File: src/sv/sinpwm_pkg.sv
// ----------------------------------------------------------------------------
// Sine PWM duty package
// Shared types and fixed-point constants for the Q4.11 sine and duty pipeline.
// ----------------------------------------------------------------------------
`default_nettype none

package sinpwm_pkg;

   // Q4.11 sample, 2048 is one
   typedef logic signed [15:0] sample_type;
   // Q11 duty gain
   typedef logic [14:0] gain_type;
   // PWM compare value
   typedef logic [4:0] duty_type;

   // Fold and mirror constants, Q4.11 radians, extended to 17 bits
   localparam logic signed [16:0] TWO_PI        = 17'sh03244;
   localparam logic signed [16:0] THREE_HALF_PI = 17'sh025B4;
   localparam logic signed [16:0] ONE_PI        = 17'sh01923;
   localparam logic signed [16:0] HALF_PI       = 17'sh00C91;
   // Angles at or beyond this need two steps of 2pi
   localparam logic signed [16:0] FOLD_TWICE    = THREE_HALF_PI + TWO_PI;

   // Q11 one and half, and the reset gain
   localparam logic signed [16:0] Q11_ONE    = 17'sh00800;
   localparam int                 Q11_HALF   = 'h0400;
   localparam gain_type           GAIN_RESET = 15'h7D00;
   localparam duty_type           DUTY_MAX   = 5'd31;

   // Upper bound on the magnitude of the polynomial output
   localparam sample_type SINE_ONE   = 16'sd2048;
   localparam sample_type SINE_BOUND = 16'sd2112;

endpackage

`default_nettype wire

File: src/sv/sinpwm_if.sv
// ----------------------------------------------------------------------------
// Sine PWM duty channels
// Valid/ready channels for angle requests and sine/duty responses.
// ----------------------------------------------------------------------------
`default_nettype none

interface sinpwm_req_if;
   logic                   valid;
   logic                   ready;
   sinpwm_pkg::sample_type angle;

   modport source (output valid, output angle, input ready);
   modport sink   (input valid, input angle, output ready);
endinterface

interface sinpwm_rsp_if;
   logic                   valid;
   logic                   ready;
   sinpwm_pkg::sample_type sine_value;
   sinpwm_pkg::duty_type   duty;

   modport source (output valid, output sine_value, output duty, input ready);
   modport sink   (input valid, input sine_value, input duty, output ready);
endinterface

`default_nettype wire

File: src/sv/sinpwm_fold.sv
// ----------------------------------------------------------------------------
// Sine PWM angle reduction
// Two stages: fold by multiples of 2pi, then mirror into -pi/2..pi/2.
// ----------------------------------------------------------------------------
`default_nettype none

module sinpwm_fold (
   input  logic                   clock,
   input  logic                   reset,
   input  logic                   in_valid,
   output logic                   in_ready,
   input  sinpwm_pkg::sample_type in_angle,
   output logic                   out_valid,
   input  logic                   out_ready,
   output sinpwm_pkg::sample_type out_x
);

   logic [1:0]             stage_ready;
   logic [1:0]             valid_ff;
   logic [1:0]             valid_in;
   sinpwm_pkg::sample_type fold_ff;
   sinpwm_pkg::sample_type fold_in;
   sinpwm_pkg::sample_type mirror_ff;
   sinpwm_pkg::sample_type mirror_in;
   logic signed [16:0]     ext;
   logic signed [16:0]     fext;
   logic signed [16:0]     m1;
   logic signed [16:0]     m2;

   // a stage loads when it is empty or its successor moves
   assign stage_ready[1] = !valid_ff[1] || out_ready;
   assign stage_ready[0] = !valid_ff[0] || stage_ready[1];
   assign in_ready       = stage_ready[0];

   always_comb begin
      valid_in[0] = stage_ready[0] ? in_valid    : valid_ff[0];
      valid_in[1] = stage_ready[1] ? valid_ff[0] : valid_ff[1];
   end

   // fold: at most two steps of 2pi in either direction
   always_comb begin
      ext = {in_angle[15], in_angle};
      priority if (ext >= sinpwm_pkg::FOLD_TWICE) begin
         fold_in = 16'(ext - (sinpwm_pkg::TWO_PI <<< 1));
      end else if (ext >= sinpwm_pkg::THREE_HALF_PI) begin
         fold_in = 16'(ext - sinpwm_pkg::TWO_PI);
      end else if (ext <= -sinpwm_pkg::FOLD_TWICE) begin
         fold_in = 16'(ext + (sinpwm_pkg::TWO_PI <<< 1));
      end else if (ext <= -sinpwm_pkg::THREE_HALF_PI) begin
         fold_in = 16'(ext + sinpwm_pkg::TWO_PI);
      end else begin
         fold_in = in_angle;
      end
   end

   // mirror about +pi/2, then about -pi/2
   always_comb begin
      fext = {fold_ff[15], fold_ff};
      if (fext >= sinpwm_pkg::HALF_PI && fext <= sinpwm_pkg::THREE_HALF_PI) begin
         m1 = sinpwm_pkg::ONE_PI - fext;
      end else begin
         m1 = fext;
      end
      if (m1 <= -sinpwm_pkg::HALF_PI && m1 >= -sinpwm_pkg::THREE_HALF_PI) begin
         m2 = -sinpwm_pkg::ONE_PI - m1;
      end else begin
         m2 = m1;
      end
      mirror_in = 16'(m2);
   end

   always_ff @(posedge clock) begin
      if (reset) begin
         valid_ff <= 2'b00;
      end else begin
         valid_ff <= valid_in;
      end
      if (stage_ready[0]) begin
         fold_ff <= fold_in;
      end
      if (stage_ready[1]) begin
         mirror_ff <= mirror_in;
      end
   end

   assign out_valid = valid_ff[1];
   assign out_x     = mirror_ff;

endmodule

`default_nettype wire

File: src/sv/sinpwm_poly.sv
// ----------------------------------------------------------------------------
// Sine PWM polynomial
// Six stages: quotients x/2..x/5, four chained Q11 products, term sum.
// ----------------------------------------------------------------------------
`default_nettype none

module sinpwm_poly (
   input  logic                   clock,
   input  logic                   reset,
   input  logic                   in_valid,
   output logic                   in_ready,
   input  sinpwm_pkg::sample_type in_x,
   output logic                   out_valid,
   input  logic                   out_ready,
   output sinpwm_pkg::sample_type out_sine
);

   localparam logic [16:0] RECIP3 = 17'd43691;  // ceil(2^17 / 3)
   localparam logic [15:0] RECIP5 = 16'd52429;  // ceil(2^18 / 5)

   // Q11 product, floor shift, wrapped to 16 bits
   function automatic sinpwm_pkg::sample_type q11_mul(input sinpwm_pkg::sample_type a,
                                                      input sinpwm_pkg::sample_type b);
      logic signed [31:0] p;
      p = 32'(a) * 32'(b);
      return p[26:11];
   endfunction

   // truncating division by two and four
   function automatic sinpwm_pkg::sample_type div2(input sinpwm_pkg::sample_type x);
      sinpwm_pkg::sample_type t;
      t = x + $signed({15'd0, x[15]});
      return t >>> 1;
   endfunction

   function automatic sinpwm_pkg::sample_type div4(input sinpwm_pkg::sample_type x);
      sinpwm_pkg::sample_type t;
      t = x + $signed({14'd0, x[15], x[15]});
      return t >>> 2;
   endfunction

   // truncating division by three and five through the magnitude
   function automatic sinpwm_pkg::sample_type div3(input sinpwm_pkg::sample_type x);
      logic [15:0] mag;
      logic [32:0] prod;
      logic [15:0] qm;
      mag  = x[15] ? (~x + 16'd1) : x;
      prod = 33'(mag) * 33'(RECIP3);
      qm   = prod[32:17];
      return x[15] ? (~qm + 16'd1) : qm;
   endfunction

   function automatic sinpwm_pkg::sample_type div5(input sinpwm_pkg::sample_type x);
      logic [15:0] mag;
      logic [31:0] prod;
      logic [15:0] qm;
      mag  = x[15] ? (~x + 16'd1) : x;
      prod = 32'(mag) * 32'(RECIP5);
      qm   = {2'b00, prod[31:18]};
      return x[15] ? (~qm + 16'd1) : qm;
   endfunction

   logic [5:0]             stage_ready;
   logic [5:0]             valid_ff;
   logic [5:0]             valid_in;

   sinpwm_pkg::sample_type p1_x_ff, p1_q2_ff, p1_q3_ff, p1_q4_ff, p1_q5_ff;
   sinpwm_pkg::sample_type p1_q2_in, p1_q3_in, p1_q4_in, p1_q5_in;
   sinpwm_pkg::sample_type p2_x_ff, p2_t2_ff, p2_q3_ff, p2_q4_ff, p2_q5_ff;
   sinpwm_pkg::sample_type p2_t2_in;
   sinpwm_pkg::sample_type p3_x_ff, p3_t3_ff, p3_q4_ff, p3_q5_ff;
   sinpwm_pkg::sample_type p3_t3_in;
   sinpwm_pkg::sample_type p4_x_ff, p4_t3_ff, p4_t4_ff, p4_q5_ff;
   sinpwm_pkg::sample_type p4_t4_in;
   sinpwm_pkg::sample_type p5_x_ff, p5_t3_ff, p5_t5_ff;
   sinpwm_pkg::sample_type p5_t5_in;
   sinpwm_pkg::sample_type p6_sum_ff;
   sinpwm_pkg::sample_type p6_sum_in;

   assign stage_ready[5] = !valid_ff[5] || out_ready;
   assign stage_ready[4] = !valid_ff[4] || stage_ready[5];
   assign stage_ready[3] = !valid_ff[3] || stage_ready[4];
   assign stage_ready[2] = !valid_ff[2] || stage_ready[3];
   assign stage_ready[1] = !valid_ff[1] || stage_ready[2];
   assign stage_ready[0] = !valid_ff[0] || stage_ready[1];
   assign in_ready       = stage_ready[0];

   always_comb begin
      valid_in[0] = stage_ready[0] ? in_valid    : valid_ff[0];
      valid_in[1] = stage_ready[1] ? valid_ff[0] : valid_ff[1];
      valid_in[2] = stage_ready[2] ? valid_ff[1] : valid_ff[2];
      valid_in[3] = stage_ready[3] ? valid_ff[2] : valid_ff[3];
      valid_in[4] = stage_ready[4] ? valid_ff[3] : valid_ff[4];
      valid_in[5] = stage_ready[5] ? valid_ff[4] : valid_ff[5];
   end

   always_comb begin
      p1_q2_in  = div2(in_x);
      p1_q3_in  = div3(in_x);
      p1_q4_in  = div4(in_x);
      p1_q5_in  = div5(in_x);
      p2_t2_in  = q11_mul(p1_x_ff, p1_q2_ff);
      p3_t3_in  = q11_mul(p2_t2_ff, p2_q3_ff);
      p4_t4_in  = q11_mul(p3_t3_ff, p3_q4_ff);
      p5_t5_in  = q11_mul(p4_t4_ff, p4_q5_ff);
      p6_sum_in = p5_x_ff - p5_t3_ff + p5_t5_ff;
   end

   always_ff @(posedge clock) begin
      if (reset) begin
         valid_ff <= '0;
      end else begin
         valid_ff <= valid_in;
      end
      if (stage_ready[0]) begin
         p1_x_ff  <= in_x;
         p1_q2_ff <= p1_q2_in;
         p1_q3_ff <= p1_q3_in;
         p1_q4_ff <= p1_q4_in;
         p1_q5_ff <= p1_q5_in;
      end
      if (stage_ready[1]) begin
         p2_x_ff  <= p1_x_ff;
         p2_t2_ff <= p2_t2_in;
         p2_q3_ff <= p1_q3_ff;
         p2_q4_ff <= p1_q4_ff;
         p2_q5_ff <= p1_q5_ff;
      end
      if (stage_ready[2]) begin
         p3_x_ff  <= p2_x_ff;
         p3_t3_ff <= p3_t3_in;
         p3_q4_ff <= p2_q4_ff;
         p3_q5_ff <= p2_q5_ff;
      end
      if (stage_ready[3]) begin
         p4_x_ff  <= p3_x_ff;
         p4_t3_ff <= p3_t3_ff;
         p4_t4_ff <= p4_t4_in;
         p4_q5_ff <= p3_q5_ff;
      end
      if (stage_ready[4]) begin
         p5_x_ff  <= p4_x_ff;
         p5_t3_ff <= p4_t3_ff;
         p5_t5_ff <= p5_t5_in;
      end
      if (stage_ready[5]) begin
         p6_sum_ff <= p6_sum_in;
      end
   end

   assign out_valid = valid_ff[5];
   assign out_sine  = p6_sum_ff;

endmodule

`default_nettype wire

File: src/sv/sinpwm_duty.sv
// ----------------------------------------------------------------------------
// Sine PWM duty extraction
// Two stages: scale (1 + sine) by the gain, then round, shift and clamp.
// ----------------------------------------------------------------------------
`default_nettype none

module sinpwm_duty (
   input  logic                   clock,
   input  logic                   reset,
   input  sinpwm_pkg::gain_type   gain,
   input  logic                   in_valid,
   output logic                   in_ready,
   input  sinpwm_pkg::sample_type in_sine,
   output logic                   out_valid,
   input  logic                   out_ready,
   output sinpwm_pkg::sample_type out_sine,
   output sinpwm_pkg::duty_type   out_duty
);

   localparam int Q11_HALF_SHIFTED = sinpwm_pkg::Q11_HALF * 2048;
   localparam logic signed [33:0] ROUND = 34'(Q11_HALF_SHIFTED);

   logic [1:0]             stage_ready;
   logic [1:0]             valid_ff;
   logic [1:0]             valid_in;
   logic signed [16:0]     one_plus;
   logic signed [15:0]     gain_s;
   logic signed [32:0]     prod_ff;
   logic signed [32:0]     prod_in;
   sinpwm_pkg::sample_type d1_sine_ff;
   sinpwm_pkg::sample_type d2_sine_ff;
   logic signed [33:0]     rnd;
   sinpwm_pkg::duty_type   duty_ff;
   sinpwm_pkg::duty_type   duty_in;

   assign stage_ready[1] = !valid_ff[1] || out_ready;
   assign stage_ready[0] = !valid_ff[0] || stage_ready[1];
   assign in_ready       = stage_ready[0];

   always_comb begin
      valid_in[0] = stage_ready[0] ? in_valid    : valid_ff[0];
      valid_in[1] = stage_ready[1] ? valid_ff[0] : valid_ff[1];
   end

   always_comb begin
      one_plus = {in_sine[15], in_sine} + sinpwm_pkg::Q11_ONE;
      gain_s   = $signed({1'b0, gain});
      prod_in  = 33'(one_plus) * 33'(gain_s);
   end

   // two floor shifts by 11 with the half added between them fold into one
   always_comb begin
      rnd = {prod_ff[32], prod_ff} + ROUND;
      priority if (rnd[33]) begin
         duty_in = '0;
      end else if (rnd[32:22] > 11'(sinpwm_pkg::DUTY_MAX)) begin
         duty_in = sinpwm_pkg::DUTY_MAX;
      end else begin
         duty_in = rnd[26:22];
      end
   end

   always_ff @(posedge clock) begin
      if (reset) begin
         valid_ff <= 2'b00;
      end else begin
         valid_ff <= valid_in;
      end
      if (stage_ready[0]) begin
         prod_ff    <= prod_in;
         d1_sine_ff <= in_sine;
      end
      if (stage_ready[1]) begin
         duty_ff    <= duty_in;
         d2_sine_ff <= d1_sine_ff;
      end
   end

   assign out_valid = valid_ff[1];
   assign out_sine  = d2_sine_ff;
   assign out_duty  = duty_ff;

endmodule

`default_nettype wire

File: src/sv/fixed_point_sine_pwm_duty_unit.sv
// ----------------------------------------------------------------------------
// Fixed-point sine PWM duty unit
// Q4.11 angle in, fifth-order sine and a saturated 5-bit PWM duty out.
// ----------------------------------------------------------------------------
//
//   Port          Dir   Width  Contents
//   req_port      in    16     angle, signed Q4.11 radians (valid/ready)
//   rsp_port      out   16+5   sine_value signed Q4.11, duty 0..31 (valid/ready)
//   csr_wr_*      in    15     duty_gain, Q11, written when csr_wr_en is high
//
// Throughput is one item per clock while rsp_port is ready; the chain has
// ten register stages: fold, mirror, quotients, four Q11 products, sum,
// gain product, and duty rounding.
// Reset clears every stage's valid bit and loads the gain with 32000.
// Each stage loads when it is empty or the next stage moves, so back-pressure
// passes combinationally back through full stages and empty slots fill while the output waits.
//
`default_nettype none

module fixed_point_sine_pwm_duty_unit (
   input  logic                       clock,
   input  logic                       reset,
   sinpwm_req_if.sink                 req_port,
   sinpwm_rsp_if.source               rsp_port,
   input  logic                       csr_wr_en,
   input  sinpwm_pkg::gain_type       csr_wr_data
);

   // duty gain register
   sinpwm_pkg::gain_type   gain_ff;
   sinpwm_pkg::gain_type   gain_in;

   // fold -> poly
   logic                   fold_valid;
   logic                   fold_ready;
   sinpwm_pkg::sample_type fold_x;

   // poly -> duty
   logic                   poly_valid;
   logic                   poly_ready;
   sinpwm_pkg::sample_type poly_sine;

   // take a new gain on a write, hold it otherwise
   assign gain_in = csr_wr_en ? csr_wr_data : gain_ff;

   always_ff @(posedge clock) begin
      if (reset) begin
         gain_ff <= sinpwm_pkg::GAIN_RESET;
      end else begin
         gain_ff <= gain_in;
      end
   end

   // reduce the angle into -pi/2..pi/2
   sinpwm_fold u_fold (
      .clock     (clock),
      .reset     (reset),
      .in_valid  (req_port.valid),
      .in_ready  (req_port.ready),
      .in_angle  (req_port.angle),
      .out_valid (fold_valid),
      .out_ready (fold_ready),
      .out_x     (fold_x)
   );

   // evaluate x - x^3/6 + x^5/120
   sinpwm_poly u_poly (
      .clock     (clock),
      .reset     (reset),
      .in_valid  (fold_valid),
      .in_ready  (fold_ready),
      .in_x      (fold_x),
      .out_valid (poly_valid),
      .out_ready (poly_ready),
      .out_sine  (poly_sine)
   );

   // scale, round and clamp into the PWM compare value
   sinpwm_duty u_duty (
      .clock     (clock),
      .reset     (reset),
      .gain      (gain_ff),
      .in_valid  (poly_valid),
      .in_ready  (poly_ready),
      .in_sine   (poly_sine),
      .out_valid (rsp_port.valid),
      .out_ready (rsp_port.ready),
      .out_sine  (rsp_port.sine_value),
      .out_duty  (rsp_port.duty)
   );

`ifndef SYNTH
   // nothing leaves the pipeline right after reset
   a_reset_empty: assert property (@(posedge clock) reset |=> !rsp_port.valid)
      else $error("response valid after reset");

   // an empty output stage frees the whole chain
   a_ready_when_empty: assert property (@(posedge clock) disable iff (reset)
      !rsp_port.valid |-> req_port.ready)
      else $error("request stalled with empty output");

   // folded polynomial never leaves the unit range by much
   a_sine_bound: assert property (@(posedge clock) disable iff (reset)
      rsp_port.valid |-> (rsp_port.sine_value <= sinpwm_pkg::SINE_BOUND) &&
                         (rsp_port.sine_value >= -sinpwm_pkg::SINE_BOUND))
      else $error("sine value out of range");

   // one plus sine below zero saturates the duty at zero
   a_duty_floor: assert property (@(posedge clock) disable iff (reset)
      rsp_port.valid && (rsp_port.sine_value < -sinpwm_pkg::SINE_ONE)
      |-> rsp_port.duty == '0)
      else $error("duty not clamped at zero");

   // a register write lands in the gain
   a_gain_write: assert property (@(posedge clock) disable iff (reset)
      csr_wr_en |=> gain_ff == $past(csr_wr_data))
      else $error("duty gain write lost");
`endif

endmodule

`default_nettype wire
File: src/flat_wrapper.sv
// flat-port wrapper written by rule: the top's interface ports become plain ports
module fixed_point_sine_pwm_duty_unit_flat 
  (clock, reset, csr_wr_en, csr_wr_data, req_port_valid, req_port_angle, req_port_ready, rsp_port_valid, rsp_port_sine_value, rsp_port_duty, rsp_port_ready);
  sinpwm_req_if req_port_i ();
  sinpwm_rsp_if rsp_port_i ();
  input  logic clock;
  input  logic reset;
  input  logic csr_wr_en;
  input  sinpwm_pkg::gain_type csr_wr_data;
  input wire logic [$bits(req_port_i.valid)-1:0] req_port_valid;
  input wire logic [$bits(req_port_i.angle)-1:0] req_port_angle;
  output wire logic [$bits(req_port_i.ready)-1:0] req_port_ready;
  output wire logic [$bits(rsp_port_i.valid)-1:0] rsp_port_valid;
  output wire logic [$bits(rsp_port_i.sine_value)-1:0] rsp_port_sine_value;
  output wire logic [$bits(rsp_port_i.duty)-1:0] rsp_port_duty;
  input wire logic [$bits(rsp_port_i.ready)-1:0] rsp_port_ready;
  assign req_port_i.valid = req_port_valid;
  assign req_port_i.angle = req_port_angle;
  assign req_port_ready = req_port_i.ready;
  assign rsp_port_valid = rsp_port_i.valid;
  assign rsp_port_sine_value = rsp_port_i.sine_value;
  assign rsp_port_duty = rsp_port_i.duty;
  assign rsp_port_i.ready = rsp_port_ready;
  fixed_point_sine_pwm_duty_unit u_core (.clock(clock), .reset(reset), .req_port(req_port_i), .rsp_port(rsp_port_i), .csr_wr_en(csr_wr_en), .csr_wr_data(csr_wr_data));
endmodule
File: config.mk
export PLATFORM = sky130hd
export DESIGN_NAME = fixed_point_sine_pwm_duty_unit_flat
export DESIGN_NICKNAME = d
export VERILOG_FILES = /design/src/sv/sinpwm_pkg.sv /design/src/sv/sinpwm_if.sv /design/src/sv/sinpwm_fold.sv /design/src/sv/sinpwm_poly.sv /design/src/sv/sinpwm_duty.sv /design/src/sv/fixed_point_sine_pwm_duty_unit.sv /design/src/flat_wrapper.sv
export SDC_FILE = /design/constraint.sdc
export NUM_CORES = 2
export LEC_CHECK = 0
export ABC_AREA = 1
export BUFFER_PORTS_ARGS = -buffer_cell sky130_fd_sc_hd__buf_2
export CAP_MARGIN = 20
export CORE_MARGIN = 5
export CORE_UTILIZATION = 55
export DETAILED_ROUTE_END_ITERATION = 8
export PLACE_DENSITY = 0.71
export SLEW_MARGIN = 20
export SYNTH_ARGS = -nofsm -noshare
export SYNTH_HDL_FRONTEND = slang
export SYNTH_SLANG_ARGS = --single-unit
File: constraint.sdc
create_clock -name clock -period 22.4 [get_ports clock]
set_clock_uncertainty 0.05 [all_clocks]
set_input_delay 4.48 -clock clock [delete_from_list [all_inputs] [get_ports clock]]
set_output_delay 4.48 -clock clock [all_outputs]
set_load 0.01 [all_outputs]
Word level (Yosys, flattened, before mapping)
Cells that the tools add are included.
{"block": "classes", "add_sub_neg": 15, "multipliers": 7, "magnitude_cmp": 9, "mux": 10, "bitwise_logic": 3, "n_reduce_logical": 22}
{"op": "$mux 16", "n": 6}
{"op": "$mul 16x16->32 const B", "n": 2}
{"op": "$mul 16x16->27", "n": 2}
{"op": "$add 16x1->16 const B", "n": 3}
{"op": "$add 33x23->34 const B", "n": 1}
{"op": "$mul 17x16->33", "n": 1}
{"op": "$le 16x15->1 const B", "n": 2}
{"op": "$mul 16x14->27", "n": 1}
{"op": "$mul 16x15->27", "n": 1}
{"op": "$add 16x13->17 const B", "n": 1}
{"op": "$ge 17x15->1 const B", "n": 1}
{"op": "$le 17x13->1 const B", "n": 1}
{"op": "$mux 17", "n": 1}
{"op": "$sub 14x16->17 const A", "n": 1}
{"op": "$add 16x15->16 const B", "n": 1}
{"op": "$add 16x16->16", "n": 1}
{"op": "$add 16x16->16 const B", "n": 1}
{"op": "$add 16x2->16", "n": 1}
{"op": "$add 16x3->16", "n": 1}
{"op": "$ge 16x13->1 const B", "n": 1}
{"op": "$ge 16x15->1 const B", "n": 1}
{"op": "$ge 16x16->1 const B", "n": 1}
{"op": "$le 16x16->1 const B", "n": 1}
{"op": "$not 14->16", "n": 1}
{"op": "13 further kinds", "n": 32}
{"block": "word_totals", "ff_bits": 472, "inputBits": 36, "out_inout_bits": 23, "elab_cells": 107}

Longest topological paths before layout
{"block": "logic_depth", "ltp_word": 11, "mapped_depth": 39, "mapped_depth_nobuf": 39}

By module
From an unflattened synthesis, not the netlist that was laid out.
{"block": "hier_totals", "hier_cells": 8771, "area_unflattened_um2": 74071.0}
{"module": "sinpwm_poly", "n_inst": 1, "cells_each": 6500, "area_each_um2": 57252.4, "seq_area_each_um2": 10480.1}
{"module": "sinpwm_duty", "n_inst": 1, "cells_each": 1524, "area_each_um2": 12213.0, "seq_area_each_um2": 1511.4}
{"module": "sinpwm_fold", "n_inst": 1, "cells_each": 663, "area_each_um2": 4000.1, "seq_area_each_um2": 1001.0}
{"module": "fixed_point_sine_pwm_duty_unit", "n_inst": 1, "cells_each": 84, "area_each_um2": 605.6, "seq_area_each_um2": 300.3}

Worst setup path before layout
OpenSTA, ideal clock, no wires.
{"block": "synth_path", "path_kind": "input to output", "from": "in rsp_port_ready", "to": "out req_port_ready", "arrival_time_ns": 14.058, "required_ns": 17.870, "slack_ns": 3.812, "cell_stages": 18, "path_buffers": 0, "cell_sequence": "nor2_1 > inv_1 > nor2_1 > inv_1 > nor2_1 > inv_1 > nor2_1 > inv_1 > nor2_1 > inv_1 > nor2_1 > inv_1 > nor2_1 > inv_1 > nor2_1 > inv_1 > nor2_1 > nand2_1"}
{"block": "synth_between", "elab_chain_cells": 10}
{"element": "start, declared", "line_no": "flat_wrapper.sv:16", "rtl": "input wire logic [$bits(rsp_port_i.ready)-1:0] rsp_port_ready;"}
{"element": "$logic_or 1x1->1", "line_no": "sinpwm_duty.sv:36", "rtl": "assign stage_ready[1] = !valid_ff[1] || out_ready;"}
{"element": "net u_core.u_duty.stage_ready[1]", "line_no": "sinpwm_duty.sv:23", "rtl": "logic [1:0] stage_ready;"}
{"element": "$logic_or 1x1->1", "line_no": "sinpwm_duty.sv:37", "rtl": "assign stage_ready[0] = !valid_ff[0] || stage_ready[1];"}
{"element": "net u_core.poly_ready", "line_no": "fixed_point_sine_pwm_duty_unit.sv:40", "rtl": "logic poly_ready;"}
{"element": "$logic_or 1x1->1", "line_no": "sinpwm_poly.sv:80", "rtl": "assign stage_ready[5] = !valid_ff[5] || out_ready;"}
{"element": "net u_core.u_poly.stage_ready[5]", "line_no": "sinpwm_poly.sv:63", "rtl": "logic [5:0] stage_ready;"}
{"element": "$logic_or 1x1->1", "line_no": "sinpwm_poly.sv:81", "rtl": "assign stage_ready[4] = !valid_ff[4] || stage_ready[5];"}
{"element": "net u_core.u_poly.stage_ready[4]", "line_no": "sinpwm_poly.sv:63"}
{"element": "(+1 left out)"}
{"element": "net u_core.u_poly.stage_ready[3]", "line_no": "sinpwm_poly.sv:63"}
{"element": "$logic_or 1x1->1", "line_no": "sinpwm_poly.sv:83", "rtl": "assign stage_ready[2] = !valid_ff[2] || stage_ready[3];"}
{"element": "net u_core.u_poly.stage_ready[2]", "line_no": "sinpwm_poly.sv:63"}
{"element": "$logic_or 1x1->1", "line_no": "sinpwm_poly.sv:84", "rtl": "assign stage_ready[1] = !valid_ff[1] || stage_ready[2];"}
{"element": "net u_core.u_poly.stage_ready[1]", "line_no": "sinpwm_poly.sv:63"}
{"element": "$logic_or 1x1->1", "line_no": "sinpwm_poly.sv:85", "rtl": "assign stage_ready[0] = !valid_ff[0] || stage_ready[1];"}
{"element": "net u_core.fold_ready", "line_no": "fixed_point_sine_pwm_duty_unit.sv:35", "rtl": "logic fold_ready;"}
{"element": "$logic_or 1x1->1", "line_no": "sinpwm_fold.sv:31", "rtl": "assign stage_ready[1] = !valid_ff[1] || out_ready;"}
{"element": "$logic_or 1x1->1", "line_no": "sinpwm_fold.sv:32", "rtl": "assign stage_ready[0] = !valid_ff[0] || stage_ready[1];"}
{"element": "end, declared", "line_no": "flat_wrapper.sv:12", "rtl": "output wire logic [$bits(req_port_i.ready)-1:0] req_port_ready;"}
The timed path passes the listed nets, and every way through them passes these cells.

Worst setup path after layout
Same ends and word-level chain as after synthesis.

==> out/metrics.csv <==
metric,value,unit
run status,"finished, final reports clean",
fmax,74.8,MHz
# port buffers,58,
HPWL Detailed,135000,um
Max-Cap Viols,0,
Clk Tree Root Cell,clkbuf_16,
final net count,9864,
Synth async-reset ratio,0,%
Layout Cells excl Fill,9700,
# IOs,59,
CP max stage cell,nand2_1,
post-synth top area share,35.2,%
Crit path required time,17.87,ns
first-pass iteration count of the detailed router,7,
setup TNS,0,ns
"most used cell, CP",nor2_1,
Adder-Cell Fraction of Synth Area,46.7,%
critical setup path kind,in2out,
post-synth net total,9973,
RSZ-0062 raised after global routing,false,
Commonest cells post-synth,"inv_1 (2,181), nand2_1 (1,699), fa_1 (1,252)",
"FF+latch count, synth",451,
main combinational cell family by area after synthesis,adder cells,
die area,0.137,sq mm
GR Util All Layers,25.1,%
startpoint types,input port,
Worst-path clk slew,0.06,ns
clk buf depth,3,
core area,0.129,sq mm
Worst Path Arrival,8.83,ns
compound-cell area share of the yosys netlist,4.36,%
# diodes,0,
H-tree levels,2,
Mapped Area,0.0712,sq mm
# setup viols final,0,
Routed WL per cell,17.1,um
CP max FO,66,
"Top FF cell, synth",edfxtp_1,
worst r2r path cells,29,
period utilization,59.7,%
cell accounting for the most synthesized area,fa_1,
DRT antenna net count,0,
worst-path cell chain,buf_2 > nor2_1 > inv_1 > nor2_1 > inv_2 > nor2_1 > inv_1 > nor2_1 > inv_2 > nor2_1 > inv_2 > buf_4 > nor2_1 > inv_2 > nor2_1 > clkinv_2 > nor2_1 > clkinv_2 > nor2_1 > nand2_1 > buf_2,
first-pass GRT wire length,277000,um
simple-gate share of the synthesized area,13.4,%
largest net degree at the start of global routing,80,
placed cells,9613,
yosys synthesis warning count,0,
routed wire length,166000,um
count of pins over their slew limit,0,
total global routing overflow,0,
mux cell area share after synthesis,0.0141,%
Final GP Congestion,0.965,
Synth Instances,8029,
layout cells sized above 1,3.39,%
Via density,5.26,
Hold WC Path Type,reg2reg,
top-count cell post-synth,inv_1,
Worst-Skew Late Latency,0.60,ns
antenna violations before repair,0,
"Avg Cell Area, Syn",8.87,sq um
hold buffer count at CTS,0,
worst hold stages,0,
drt first-iter violations,3420,
CTS tree,built,
Sink Count,451,
# resized after CTS,0,
shortest period the worst path allows,13.36,ns
synthesis-to-finish area growth,4.69,%
Worst-Margin Slew,1.10,ns
die height,370,um
vias in the first global route,54500,
Chip Width,370,um
DRC violations left,0,
sequential-to-total area share from yosys stat,18.7,%
Initial Util,55.2,%
ranking of synthesized cells by area,"fa_1 (35%), edfxtp_1 (18%), ha_1 (12%), inv_1 (12%), nand2_1 (9.0%)",
Critical Path Sink Type,output pin,
# rows,132,
Slew HR,26.3,%
"slowest stage delay, CP",0.51,ns
via count,51100,
final hold vios,0,
Synth cell types,61,
postcts setup bufs,0,
"EDFF count, synth",426,
xor/xnor cell area share of the yosys netlist,3.91,%
cts bufs inserted,47,
-- cells by family (layout without fill, tap and decap cells) --
| logic type | count (synthesis) | after routing |
|---|---|---|
| AOI/OAI and AO/OA | 547 | 547 |
| xor gates and xnor gates | 315 | 315 |
| adders and majority gates | 1908 | 1908 |
| buffers and inverters | 2442 | 2371 |
| DFF | 451 | 451 |
| muxes | 1 | 1 |
| and+or+nand+nor | 2365 | 2365 |
-- critical path: cells and delay by family --
family / cells / cell delay, ns
buffers and inverters: 11 / 2.14
and+or+nand+nor: 10 / 2.15
-- metrics by stage --
stage	setup slack, ns	hold WS [ns]	util (%)	instance area, sq um
after global routing	8.59	0.363	57.8	74500
final	9.04	0.359	57.8	74500
after global placement	8.56	0.351	56.5	72900
after floorplan	3.81	0.350	-	71200
after CTS	8.68	0.361	57.8	74500
after detailed placement	8.70	0.355	56.5	72900
-- cell type report --
class / count / area (sq um)
fill: 11200 / 54500
multi-input combinational: 5136 / 48700
sequential: 451 / 13300
inverter: 2201 / 8260
tap: 1742 / 2180
clock buffer: 58 / 1300
timing repair buffer: 83 / 478
clock inverter: 29 / 313
-- per-layer routing --
metal  GRT usage, %  routed length (um)  share of wire [%]
met1           32.6               66300                 40
met2           43.8               82400                 50
met3           2.87               10500                6.3
met4           8.95                6930                4.2
met5              0                   0                  0
-- cell usage in the layout (no fill, tap or decap), types with 58 or more instances in the layout --
cell type  count
a21oi_1      244
buf_2         58
edfxtp_1     426
fa_1        1252
ha_1         656
inv_1       2175
nand2_1     1699
nand3_1      148
nor2_1       329
o21ai_0      161
xnor2_1       98
xor2_1       214
-- path summary, 6_finish.rpt --
kind	startpoint	to	slack, ns
setup / recovery	rsp_port_ready	req_port_ready	9.04
hold / removal	u_core.u_poly.p2_q4_ff[5]	u_core.u_poly.p3_q4_ff[5]	0.36
setup reg to reg	u_core.u_fold.out_x[15]	u_core.u_poly.p1_q3_ff[14]	13.85
hold reg to reg	u_core.u_poly.p2_q4_ff[5]	u_core.u_poly.p3_q4_ff[5]	0.36
Power is not shown: default switching activity piles up to over one toggle a cycle in this logic, so the estimate is an artifact.
